### src/hdl/sbpf_pkg.sv
// Shared types and constants of the servo bus packet framer.
package sbpf_pkg;

   localparam logic [7:0] HEADER_BYTE       = 8'hFF;
   localparam logic [7:0] BROADCAST_ID      = 8'hFE;
   localparam logic [7:0] NORMAL_LEN_OFFSET = 8'd3;
   localparam logic [7:0] SYNC_LEN_OFFSET   = 8'd4;
   localparam logic [7:0] SYNC_OPCODE_RESET = 8'd131;
   localparam int         FRAME_BYTES       = 8;
   localparam int         SLOT_BITS         = $clog2(FRAME_BYTES);

   typedef enum logic [1:0] {
      CMD_NORMAL   = 2'd0,
      CMD_SYNC     = 2'd1,
      CMD_SERVO_ID = 2'd2,
      CMD_PAYLOAD  = 2'd3
   } command_type;

   typedef struct packed {
      command_type command;
      logic [7:0]  servo_id;
      logic [7:0]  instruction;
      logic [7:0]  start_address;
      logic [7:0]  data_length;
      logic [7:0]  servo_count;
      logic [7:0]  data_byte;
      logic        final_item;
   } request_type;

   typedef struct packed {
      logic [FRAME_BYTES-1:0][7:0] bytes;
      logic [SLOT_BITS-1:0]        last;
   } frame_type;

   typedef struct packed {
      logic ready;
      logic busy;
   } ser_status_type;

endpackage

### src/hdl/sbpf_build.sv
// Byte builder: turns one request into its output bytes and the next running sum.
module sbpf_build (
   input  sbpf_pkg::request_type req,
   input  logic [7:0]            sum,
   input  logic [7:0]            sync_opcode,
   output sbpf_pkg::frame_type   frame,
   output logic [7:0]            sum_next
);

   logic [15:0]                   prod;
   logic [7:0]                    len;
   logic [7:0]                    total;
   logic [sbpf_pkg::SLOT_BITS-1:0] count;

   always_comb begin
      prod        = 16'(req.data_length) * 16'(req.servo_count);
      len         = 8'h00;
      total       = 8'h00;
      count       = '0;
      frame.bytes = '0;
      frame.last  = '0;
      case (req.command)
         sbpf_pkg::CMD_NORMAL: begin
            len            = req.data_length + sbpf_pkg::NORMAL_LEN_OFFSET;
            frame.bytes[0] = sbpf_pkg::HEADER_BYTE;
            frame.bytes[1] = sbpf_pkg::HEADER_BYTE;
            frame.bytes[2] = req.servo_id;
            frame.bytes[3] = len;
            frame.bytes[4] = req.instruction;
            frame.bytes[5] = req.start_address;
            total          = req.servo_id + len + req.instruction + req.start_address;
            count          = sbpf_pkg::SLOT_BITS'(6);
         end
         sbpf_pkg::CMD_SYNC: begin
            len            = prod[7:0] + req.servo_count + sbpf_pkg::SYNC_LEN_OFFSET;
            frame.bytes[0] = sbpf_pkg::HEADER_BYTE;
            frame.bytes[1] = sbpf_pkg::HEADER_BYTE;
            frame.bytes[2] = sbpf_pkg::BROADCAST_ID;
            frame.bytes[3] = len;
            frame.bytes[4] = sync_opcode;
            frame.bytes[5] = req.start_address;
            frame.bytes[6] = req.data_length;
            total          = sbpf_pkg::BROADCAST_ID + len + sync_opcode
                           + req.start_address + req.data_length;
            count          = sbpf_pkg::SLOT_BITS'(7);
         end
         sbpf_pkg::CMD_SERVO_ID: begin
            frame.bytes[0] = req.servo_id;
            total          = sum + req.servo_id;
            count          = sbpf_pkg::SLOT_BITS'(1);
         end
         default: begin
            frame.bytes[0] = req.data_byte;
            total          = sum + req.data_byte;
            count          = sbpf_pkg::SLOT_BITS'(1);
         end
      endcase
      if (req.final_item) begin
         frame.bytes[count] = ~total;
         frame.last         = count;
         sum_next           = 8'h00;
      end else begin
         frame.last = count - sbpf_pkg::SLOT_BITS'(1);
         sum_next   = total;
      end
   end

endmodule

### src/hdl/sbpf_serializer.sv
// Output serializer: holds one built frame and sends its bytes one at a time, each held until the output takes it.
module sbpf_serializer (
   input  logic                  clock,
   input  logic                  reset,
   input  logic                  load,
   input  sbpf_pkg::frame_type   frame,
   output sbpf_pkg::ser_status_type status,
   output logic                  rsp_valid,
   input  logic                  rsp_stall,
   output logic [7:0]            rsp_tx_byte,
   output logic                  rsp_end_of_run
);

   logic                            valid_ff;
   logic                            valid_in;
   logic [sbpf_pkg::SLOT_BITS-1:0]  idx_ff;
   logic [sbpf_pkg::SLOT_BITS-1:0]  idx_in;
   sbpf_pkg::frame_type             frame_ff;
   sbpf_pkg::frame_type             frame_in;
   logic                            take;
   logic                            done;

   always_comb begin
      take           = valid_ff && !rsp_stall;
      done           = take && (idx_ff == frame_ff.last);
      status.ready   = !valid_ff || done;
      status.busy    = valid_ff;
      rsp_valid      = valid_ff;
      rsp_tx_byte    = frame_ff.bytes[idx_ff];
      rsp_end_of_run = (idx_ff == frame_ff.last);
      valid_in       = valid_ff;
      idx_in         = idx_ff;
      frame_in       = frame_ff;
      if (load) begin
         valid_in = 1'b1;
         idx_in   = '0;
         frame_in = frame;
      end else if (done) begin
         valid_in = 1'b0;
      end else if (take) begin
         idx_in = idx_ff + sbpf_pkg::SLOT_BITS'(1);
      end
   end

   always_ff @(posedge clock) begin
      if (reset) begin
         valid_ff <= 1'b0;
         idx_ff   <= '0;
      end else begin
         valid_ff <= valid_in;
         idx_ff   <= idx_in;
      end
      frame_ff <= frame_in;
   end

endmodule

### src/hdl/servo_bus_packet_framer_unit.sv
// Top level of the servo bus packet framer: request register, builder, serializer.
// A request waits in the request register, and its first byte is offered once the
// serializer has loaded the built frame into its own frame register.
// Throughput: one output byte per cycle while rsp_stall is low; a request emits
// one or two bytes for body requests, six to eight for start requests.
// The single request register frees as the serializer loads, so requests stream.
// Reset (synchronous) empties both stages, clears the running sum, opcode to 131.
module servo_bus_packet_framer_unit (
   input  logic       clock,
   input  logic       reset,
   input  logic       req_valid,
   output logic       req_stall,
   input  logic [1:0] req_command,
   input  logic [7:0] req_servo_id,
   input  logic [7:0] req_instruction,
   input  logic [7:0] req_start_address,
   input  logic [7:0] req_data_length,
   input  logic [7:0] req_servo_count,
   input  logic [7:0] req_data_byte,
   input  logic       req_final_item,
   output logic       rsp_valid,
   input  logic       rsp_stall,
   output logic [7:0] rsp_tx_byte,
   output logic       rsp_end_of_run,
   input  logic       csr_write_enable,
   input  logic [7:0] csr_write_data
);

   logic                     req_valid_ff;
   logic                     req_valid_in;
   sbpf_pkg::request_type    req_ff;
   sbpf_pkg::request_type    req_in;
   logic [7:0]               sum_ff;
   logic [7:0]               sum_in;
   logic [7:0]               sum_next;
   logic [7:0]               opcode_ff;
   logic [7:0]               opcode_in;
   logic                     accept;
   logic                     load;
   sbpf_pkg::frame_type      frame;
   sbpf_pkg::ser_status_type ser_status;

   always_comb begin
      load      = req_valid_ff && ser_status.ready;
      req_stall = req_valid_ff && !ser_status.ready;
      accept    = req_valid && !req_stall;
      req_in    = req_ff;
      if (accept) begin
         req_in.command       = sbpf_pkg::command_type'(req_command);
         req_in.servo_id      = req_servo_id;
         req_in.instruction   = req_instruction;
         req_in.start_address = req_start_address;
         req_in.data_length   = req_data_length;
         req_in.servo_count   = req_servo_count;
         req_in.data_byte     = req_data_byte;
         req_in.final_item    = req_final_item;
      end
      req_valid_in = accept ? 1'b1 : (load ? 1'b0 : req_valid_ff);
      sum_in       = load ? sum_next : sum_ff;
      opcode_in    = csr_write_enable ? csr_write_data : opcode_ff;
   end

   always_ff @(posedge clock) begin
      if (reset) begin
         req_valid_ff <= 1'b0;
         sum_ff       <= 8'h00;
         opcode_ff    <= sbpf_pkg::SYNC_OPCODE_RESET;
      end else begin
         req_valid_ff <= req_valid_in;
         sum_ff       <= sum_in;
         opcode_ff    <= opcode_in;
      end
      req_ff <= req_in;
   end

   sbpf_build u_build (
      .req         (req_ff),
      .sum         (sum_ff),
      .sync_opcode (opcode_ff),
      .frame       (frame),
      .sum_next    (sum_next)
   );

   sbpf_serializer u_serializer (
      .clock          (clock),
      .reset          (reset),
      .load           (load),
      .frame          (frame),
      .status         (ser_status),
      .rsp_valid      (rsp_valid),
      .rsp_stall      (rsp_stall),
      .rsp_tx_byte    (rsp_tx_byte),
      .rsp_end_of_run (rsp_end_of_run)
   );

   a_sum_clears: assert property (@(posedge clock) disable iff (reset)
      load && req_ff.final_item |=> sum_ff == 8'h00)
      else $error("running sum not cleared after checksum");

   a_start_header: assert property (@(posedge clock) disable iff (reset)
      load && (req_ff.command == sbpf_pkg::CMD_NORMAL || req_ff.command == sbpf_pkg::CMD_SYNC)
      |=> rsp_valid && rsp_tx_byte == sbpf_pkg::HEADER_BYTE)
      else $error("frame start does not begin with header byte");

   a_stall_needs_item: assert property (@(posedge clock) disable iff (reset)
      req_stall |-> req_valid_ff && ser_status.busy)
      else $error("request stalled with no pending work");

   a_run_ends: assert property (@(posedge clock) disable iff (reset)
      rsp_valid && rsp_end_of_run && !rsp_stall && !load |=> !rsp_valid)
      else $error("output continues past end of run");

endmodule
### config.mk
export PLATFORM = sky130hd
export DESIGN_NAME = servo_bus_packet_framer_unit
export DESIGN_NICKNAME = d
export VERILOG_FILES = /design/src/hdl/sbpf_pkg.sv /design/src/hdl/sbpf_build.sv /design/src/hdl/sbpf_serializer.sv /design/src/hdl/servo_bus_packet_framer_unit.sv
export SDC_FILE = /design/constraint.sdc
export NUM_CORES = 1
export LEC_CHECK = 0
export ABC_AREA = 1
export BUFFER_PORTS_ARGS = -buffer_cell sky130_fd_sc_hd__clkbuf_2
export CORE_MARGIN = 2
export CORE_UTILIZATION = 45
export CTS_CLUSTER_SIZE = 16
export DETAILED_ROUTE_END_ITERATION = 16
export PLACE_DENSITY = 0.65
export SLEW_MARGIN = 30
export SYNTH_ARGS = -nofsm -noshare
export SYNTH_HDL_FRONTEND = slang
export SYNTH_HIERARCHICAL = 1
export SYNTH_SLANG_ARGS = --single-unit
### constraint.sdc
create_clock -name clock -period 5.65 [get_ports clock]
set_input_delay 1.13 -clock clock [delete_from_list [all_inputs] [get_ports clock]]
set_output_delay 1.13 -clock clock [all_outputs]
set_load 0.005 [all_outputs]
==> results of run 1 <==
[stage by stage]
step / setup WS (ns) / cells / utilization (%) / instance area (sq um) / hold WS [ns]
2_1_floorplan: 0.0006861 / 1001 / - / 9075 / 0.4289
3_3_place_gp: -0.2588 / 1340 / 50.24 / 9809 / 0.4469
3_5_place_dp: -0.3639 / 1340 / 50.24 / 9809 / 0.4530
4_1_cts: -0.3193 / 1374 / 53.73 / 10490 / 0.4683
5_1_grt: -0.7270 / 1378 / 54.18 / 10580 / 0.5005
6_report: -0.3771 / 1378 / 54.18 / 10580 / 0.4648
[layout make-up]
| class | instances | area share, % |
|---|---|---|
| well taps | 265 | 3.134 |
| inverters | 190 | 6.847 |
| repair buffers | 115 | 6.445 |
| flip-flops and latches | 139 | 37.46 |
| clock inverters | 15 | 1.608 |
| multi-input cells | 637 | 40.48 |
| clock buffers | 17 | 4.021 |
[worst max-delay path, delay by kind of cell (launching register included)]
kind	cells	cell delay, ns
fa+ha+maj	10	3.93
simple gates	11	1.03
flops	1	0.49
buf+inv	9	0.45
compound gates	1	0.06
[power by group through the flow]
stage	Combinational [mW]	Sequential (mW)	Clock, mW
floorplan	1.60	1.26	0
global placement	2.21	1.27	0
detailed placement	2.25	1.27	0
CTS	2.52	1.25	1.15
global route	3.26	1.26	1.19
finish	2.96	1.25	1.14
[path summary, 6_finish.rpt]
path                       end  slack [ns]  cells after the start
setup / recovery     sum_ff[7]       -0.38                     31
hold / removal    opcode_ff[1]        0.46                      2
setup reg to reg     sum_ff[7]       -0.38                     31
hold reg to reg   opcode_ff[1]        0.46                      2
[sequential cells by signal, indices dropped and copies added (netlist names)]
| register | flops |
|---|---|
| u_serializer/frame_ff | 67 |
| req_ff | 51 |
| opcode_ff | 8 |
| sum_ff | 8 |
| u_serializer/idx_ff | 3 |
| req_valid_ff | 1 |
| u_serializer/rsp_valid | 1 |
[routing by layer]
| layer | part of all wire (%) | GRT usage, % |
|---|---|---|
| met2 | 45 | 32.63 |
| met5 | 0 | 0 |
| met4 | 1.4 | 5.882 |
| met1 | 47 | 32.35 |
| met3 | 7.2 | 4.138 |
[repair_timing]
item / CTS / global route
buffers inserted: 4 / 6
setup endpoints to repair: 8 / 11
resized for setup: 17 / 13
pin swaps: 15 / 8
hold buffers: 0 / 0
==> summary.txt, run 1 <==
Outcome
  – Status: complete, but fails checks
  – Failing checks: negative setup slack

Timing
  – Fmax: 165.9 MHz
  – Hold Violations, Final: 0
  – Clock period minus worst slack: 6.027 ns
  – Slew Limit Headroom: 45.71%
  – Final setup TNS: -1.348 ns
  – Max-slew violations: 0
  – Final Skew: 0.01333 ns
  – RSZ-0062 raised after global routing: true
  – Final Cycle Share: 106.7%
  – Final setup vio count: 7
  – Worst-Margin Slew: 0.8135 ns
  – Final worst slack: -0.3771 ns

Worst setup path
  – Crit path kind: flop to flop
  – Reg2reg start: req_ff[10]
  – Crit Path Max Fanout: 7
  – WP data arrival: 6.40 ns
  – Crit path top cell by count: inv_1
  – Data required, critical path: 6.02 ns
  – Startpoint types: flop
  – CP max stage delay: 0.53 ns
  – Worst Setup SP: req_ff[10]
  – Worst Setup End Kind: flop
  – Slowest CP cell: fa_2

Min path
  – Hold wc startpoint: opcode_ff[1]
  – Min-delay worst type: flop to flop

Routing
  – WL final: 22390 microns
  – TritonRoute pass-1 iters: 5
  – Wire length per cell: 16.25 microns
  – DRC viols: 0
  – First DRT Iteration DRCs: roughly 540
  – Antenna viol nets, final: 0
  – Via-per-instance ratio: approximately 5
  – Vias: 6925

CTS
  – CTS H-Tree Depth: 4
  – CTS tree: done
  – Clk_lat worst skew: between 0.4 and 0.5 ns
  – CTS clk-pin slew, worst paths: ~0.070 ns
  – Clock Tree Buf Depth: 2
  – Num CTS Buffers: 17
  – CTS sink count: 139
  – CTS root buffer: clkbuf_16

Synth
  – Post-Syn Instances: 1001
  – Syn avg cell area: ~9 sq um
  – Ys Warns: 6
  – Mapped cell area: 0.009010 sq mm
  – Post-Syn Nets: 1156

Power
  – Internal power component: between 3 and 4 mW
  – Leakage: 4.955 nW
  – Pwr Total: 5.342 mW
  – Net Sw Power: about 2.2 mW
  – Sequential fraction of design power: 23.4%
  – Worst vdd ir: about 0.00066 V
  – Clk network pwr share: about a fifth
  – Logic gate share of total power: 55.4%
  – PD cells: 504.9 mW/mm^2
  – Sw Share: 40.85%

Floorplan
  – # rows: 51
  – Total core area: 0.01953 sq mm
  – Die width: approximately 150 microns
  – Die area: 0.02117 sq mm
  – IO Pins: 75
  – Starting density of the core: 46.14%
  – Die H: between 100 and 150 microns

Global route
  – Largest net degree at the start of global routing: 52
  – Global-route wire length before repair: 35310 microns
  – Initial antenna violation count: 0
  – Vias in the first global route: about 6500
  – Grt total ovfl: 0
  – GRT Util Overall: 21.73%

Placement
  – Gpl congestion: 0.8741
  – Post-DP HPWL: 16500 microns
  – Port bufs: between 70 and 80

Finish
  – Area of the multi-input gates: 0.004283 sq mm
  – Fill cells: 1763
  – Area Growth Syn to Fin: 17.43%
  – Final nets: around 1300
  – Ant. Diodes: 0
  – Commonest cells after routing, fill and taps aside: 185 x nand2_1, 165 x inv_1, 137 x nor2_1
  – Commonest non-fill, non-tap cell in the layout: nand2_1
  – Register area: 0.003964 sq mm
  – Layout cell share with drive strength beyond 1: 19.59%

Flow run
  – Maxcap violations: 0
Note: power is estimated with default switching activity, not from simulation.
==> run 2: changes to the inputs <==
Settings changed: CORE_UTILIZATION 45 to 49, PLACE_DENSITY 0.65 to 0.7, SYNTH_HIERARCHICAL 1 to default.
==> summary.txt, run 2 <==
Timing
  – Slew Limit Headroom: 40.99% (was 45.71%)
  – Fmax: 187.2 MHz (was 165.9 MHz)
  – Hold Violations, Final: 0 (unchanged)
  – Final Skew: 0.007990 ns (was 0.01333 ns)
  – Clock period minus worst slack: 5.343 ns (was 6.027 ns)
  – Worst-Margin Slew: 0.8842 ns (was 0.8135 ns)
  – Max-slew violations: 0 (unchanged)
  – Final setup vio count: 0 (was 7)
  – Final Cycle Share: 94.56% (was 106.7%)

Min path
  – Cell count of the worst hold path: 2 (unchanged)
  – Min-delay worst type: flop to flop (unchanged)
  – Hold wc startpoint: sum_ff[5] (was opcode_ff[1])
  – Hold Path End: sum_ff[5] (was opcode_ff[1])

Worst setup path
  – Capturing point of the worst reg2reg path: u_serializer.frame_ff[66] (was sum_ff[7])
  – Data required, critical path: 5.84 ns (was 6.02 ns)
  – Worst R2R Path Depth: 25 (was 31)
  – Crit Path Max Fanout: 6 (was 7)
  – Crit path kind: flop to flop (unchanged)
  – WP data arrival: 5.53 ns (was 6.40 ns)
  – Startpoint types: flop (unchanged)
  – CP max stage delay: 0.58 ns (was 0.53 ns)
  – Crit path max-delay family: adder cells (unchanged)
  – Worst Path Buf+Inv: 7 (was 9)
  – Reg2reg start: req_ff[19] (was req_ff[10])
  – Slowest CP cell: fa_1 (was fa_2)
  – Crit path top cell by count: inv_1 (unchanged)
  – Worst Setup End Kind: flop (unchanged)
  – Worst R2R Setup Slack: 0.31 ns (was -0.38 ns)

Synth
  – Multiplexer share of the synthesized area: 0%
  – Adder-Cell Fraction of Synth Area: about 17%
  – Ys Warns: 0 (was 6)
  – Post-synth EDFFs: 118
  – Main combinational cell family by area after synthesis: adder cells
  – Main synth FF type: edfxtp_1
  – Yosys top cell area share: 40.60%
  – Post-Syn Nets: 1097 (was 1156)
  – Syn avg cell area: 9.264 sq um (was 9.001 sq um)
  – Yosys top cell by area: edfxtp_1
  – Sequential area share after synthesis: 45.42%
  – Compound-Gate Fraction of Synth Area: approximately 10%
  – Mapped cell area: 0.008727 sq mm (was 0.009010 sq mm)
  – Flops & latches, synth: 139
  – Post-Syn Instances: 942 (was 1001)
  – Synth Area in Simple Gates: 14.64%
  – Xor/xnor cell area share of the yosys netlist: 2.910%
  – Synth unique cells: 45
  – Top post-synthesis cells by count: 182 x inv_1, 150 x nand2_1, 118 x edfxtp_1
  – Most instantiated library cell after synthesis: inv_1
  – Synth area leaders: edfxtp_1 41%, fa_1 11%, inv_1 7.8%
  – FFs w/ async S/R, synth: 0%

Placement
  – Gpl congestion: 0.9190 (was 0.8741)
  – Port bufs: 74 (unchanged)
  – Post-DP HPWL: 16340 microns (was 16500 microns)
  – Post-DP Area: 0.009294 sq mm (was 0.009809 sq mm)

Routing
  – TritonRoute pass-1 iters: 5 (unchanged)
  – WL final: 21820 microns (was 22390 microns)
  – Via-per-instance ratio: 5.272 (was 5.025)
  – First DRT Iteration DRCs: 670 (was 539)
  – Wire length per cell: 17.18 microns (was 16.25 microns)
  – DRC viols: 0 (unchanged)
  – Antenna viol nets, final: 0 (unchanged)
  – Vias: 6696 (was 6925)

Global route
  – Vias in the first global route: 6549 (was 6507)
  – GRT Util Overall: 24.56% (was 21.73%)
  – Grt total ovfl: 0 (unchanged)
  – Largest net degree at the start of global routing: 52 (unchanged)
  – Initial antenna violation count: 0 (unchanged)
  – Global-route wire length before repair: 34160 microns (was 35310 microns)

Finish
  – Largest registers: u_serializer.frame_ff (67), req_ff (51) (was u_serializer/frame_ff (67), req_ff (51))
  – Ant. Diodes: 0 (unchanged)
  – Top reg by flops: u_serializer.frame_ff (was u_serializer/frame_ff)
  – Fill cells: 1485 (was 1763)
  – Layout cell share with drive strength beyond 1: 14.83% (was 19.59%)
  – Area Growth Syn to Fin: 15.40% (was 17.43%)
  – Final Cell Area: 0.01007 sq mm (was 0.01058 sq mm)
  – Final nets: 1187 (was 1255)
  – Commonest cells after routing, fill and taps aside: 179 x inv_1, 150 x nand2_1, 118 x edfxtp_1 (was 185 x nand2_1, 165 x inv_1, 137 x nor2_1)
  – Largest register FFs: 67 (unchanged)
  – Commonest non-fill, non-tap cell in the layout: inv_1 (was nand2_1)

Power
  – PD cells: 379.9 mW/mm^2 (was 504.9 mW/mm^2)
  – Leakage: 4.697 nW (was 4.955 nW)
  – Worst vdd ir: 0.0002381 V (was 0.0006610 V)
  – Pwr Total: 3.826 mW (was 5.342 mW)

Flow run
  – Maxcap violations: 0 (unchanged)

Floorplan
  – Total core area: 0.01736 sq mm (was 0.01953 sq mm)
  – # rows: 48 (was 51)
  – Die area: 0.01889 sq mm (was 0.02117 sq mm)
  – Die H: 137.5 microns (was 145.5 microns)
  – Starting density of the core: 50.28% (was 46.14%)
  – IO Pins: 75 (unchanged)
  – Die width: 137.5 microns (was 145.5 microns)

CTS
  – CTS H-Tree Depth: 4 (unchanged)
  – CTS tree: done (unchanged)
  – CTS Hold Bufs: 0 (unchanged)
  – CTS clk-pin slew, worst paths: 0.07 ns (about the same)
  – Clk_lat worst skew: 0.43 ns (was 0.44 ns)
  – CTS root buffer: clkbuf_16 (unchanged)
  – CTS sink count: 139 (unchanged)
  – Num CTS Buffers: 17 (unchanged)
  – Clock Tree Buf Depth: 2 (unchanged)

Outcome
  – Status: finished clean (was complete, but fails checks)
run 2: layout make-up:
cell class	instances	area (sq um)	share of cell area, %
clock inverter	15	198.9	1.975
multi-input combinational	584	3913	38.85
timing repair buffer	100	568.0	5.640
clock buffer	17	425.4	4.224
tap	225	281.5	2.795
sequential	139	3964	39.36
inverter	190	720.7	7.156
run 2: cell families (layout without fill, tap and decap cells):
| logic type | after synthesis | count (layout) |
|---|---|---|
| AND/OR/NAND/NOR | 310 | 310 |
| buffers and inverters | 219 | 322 |
| AO/OA/AOI/OAI | 154 | 154 |
| flip-flops | 139 | 139 |
| adder cells (fa/ha/maj) | 91 | 91 |
| XOR/XNOR | 29 | 29 |
run 2: worst max-delay path by stage:
stage               start                         to  slack (ns)  cells after the start
2_1_floorplan  req_ff[20]  u_serializer.frame_ff[66]        0.71                     28
3_3_place_gp   req_ff[20]  u_serializer.frame_ff[66]        0.38                     28
3_5_place_dp   req_ff[20]  u_serializer.frame_ff[66]        0.30                     28
4_1_cts        req_ff[20]  u_serializer.frame_ff[66]        0.28                     28
5_1_grt        req_ff[20]  u_serializer.frame_ff[66]       -0.05                     27
6_report       req_ff[19]  u_serializer.frame_ff[66]        0.31                     25
run 2: where the power goes:
| part | internal (mW) | switching [mW] |
|---|---|---|
| sequential | 1.20 | 0.0489 |
| combinational | 0.552 | 0.846 |
| clock | 0.678 | 0.501 |
run 2: metrics by stage:
step | util [%] | instances | setup slack, ns | hold slack, ns | setup TNS [ns]
after floorplan | - | 942 | 0.7105 | 0.4324 | 0
after global placement | 53.53 | 1219 | 0.3771 | 0.4536 | 0
after detailed placement | 53.55 | 1219 | 0.2975 | 0.4575 | 0
after CTS | 57.14 | 1251 | 0.2813 | 0.4670 | 0
after global routing | 58.02 | 1270 | -0.04606 | 0.4941 | -0.04606
final | 58.02 | 1270 | 0.3072 | 0.4677 | 0
run 2: repair_timing:
item,in CTS,in global routing
buffers inserted,0,19
endpoints found under the setup margin,0,2
gates resized for setup,0,1
run 2: layer usage:
layer / vias up / track usage, % / routed length [microns]
met5: - / 0 / 0
met1: 3138 / 33.57 / 9190
li1: 3215 / - / -
met4: 0 / 8.820 / 661
met2: 290 / 38.36 / 10060
met3: 53 / 5.887 / 1907
run 2: worst register-to-register path: stages (launching register included):
cell      delay (ns)
edfxtp_1        0.49
buf_4           0.17
nand2_1         0.07
fa_1            0.42
fa_1            0.58
fa_1            0.45
fa_1            0.55
inv_1           0.04
ha_1            0.30
inv_1           0.09
xor2_1          0.27
fa_1            0.47
inv_1           0.07
ha_1            0.28
nand2_1         0.09
inv_1           0.04
nand4_1         0.06
nand3_1         0.10
nand3_1         0.09
nand2_1         0.07
inv_1           0.05
nand3_1         0.07
nand3_1         0.11
nand3_1         0.08
nand2_1         0.07
inv_1           0.04
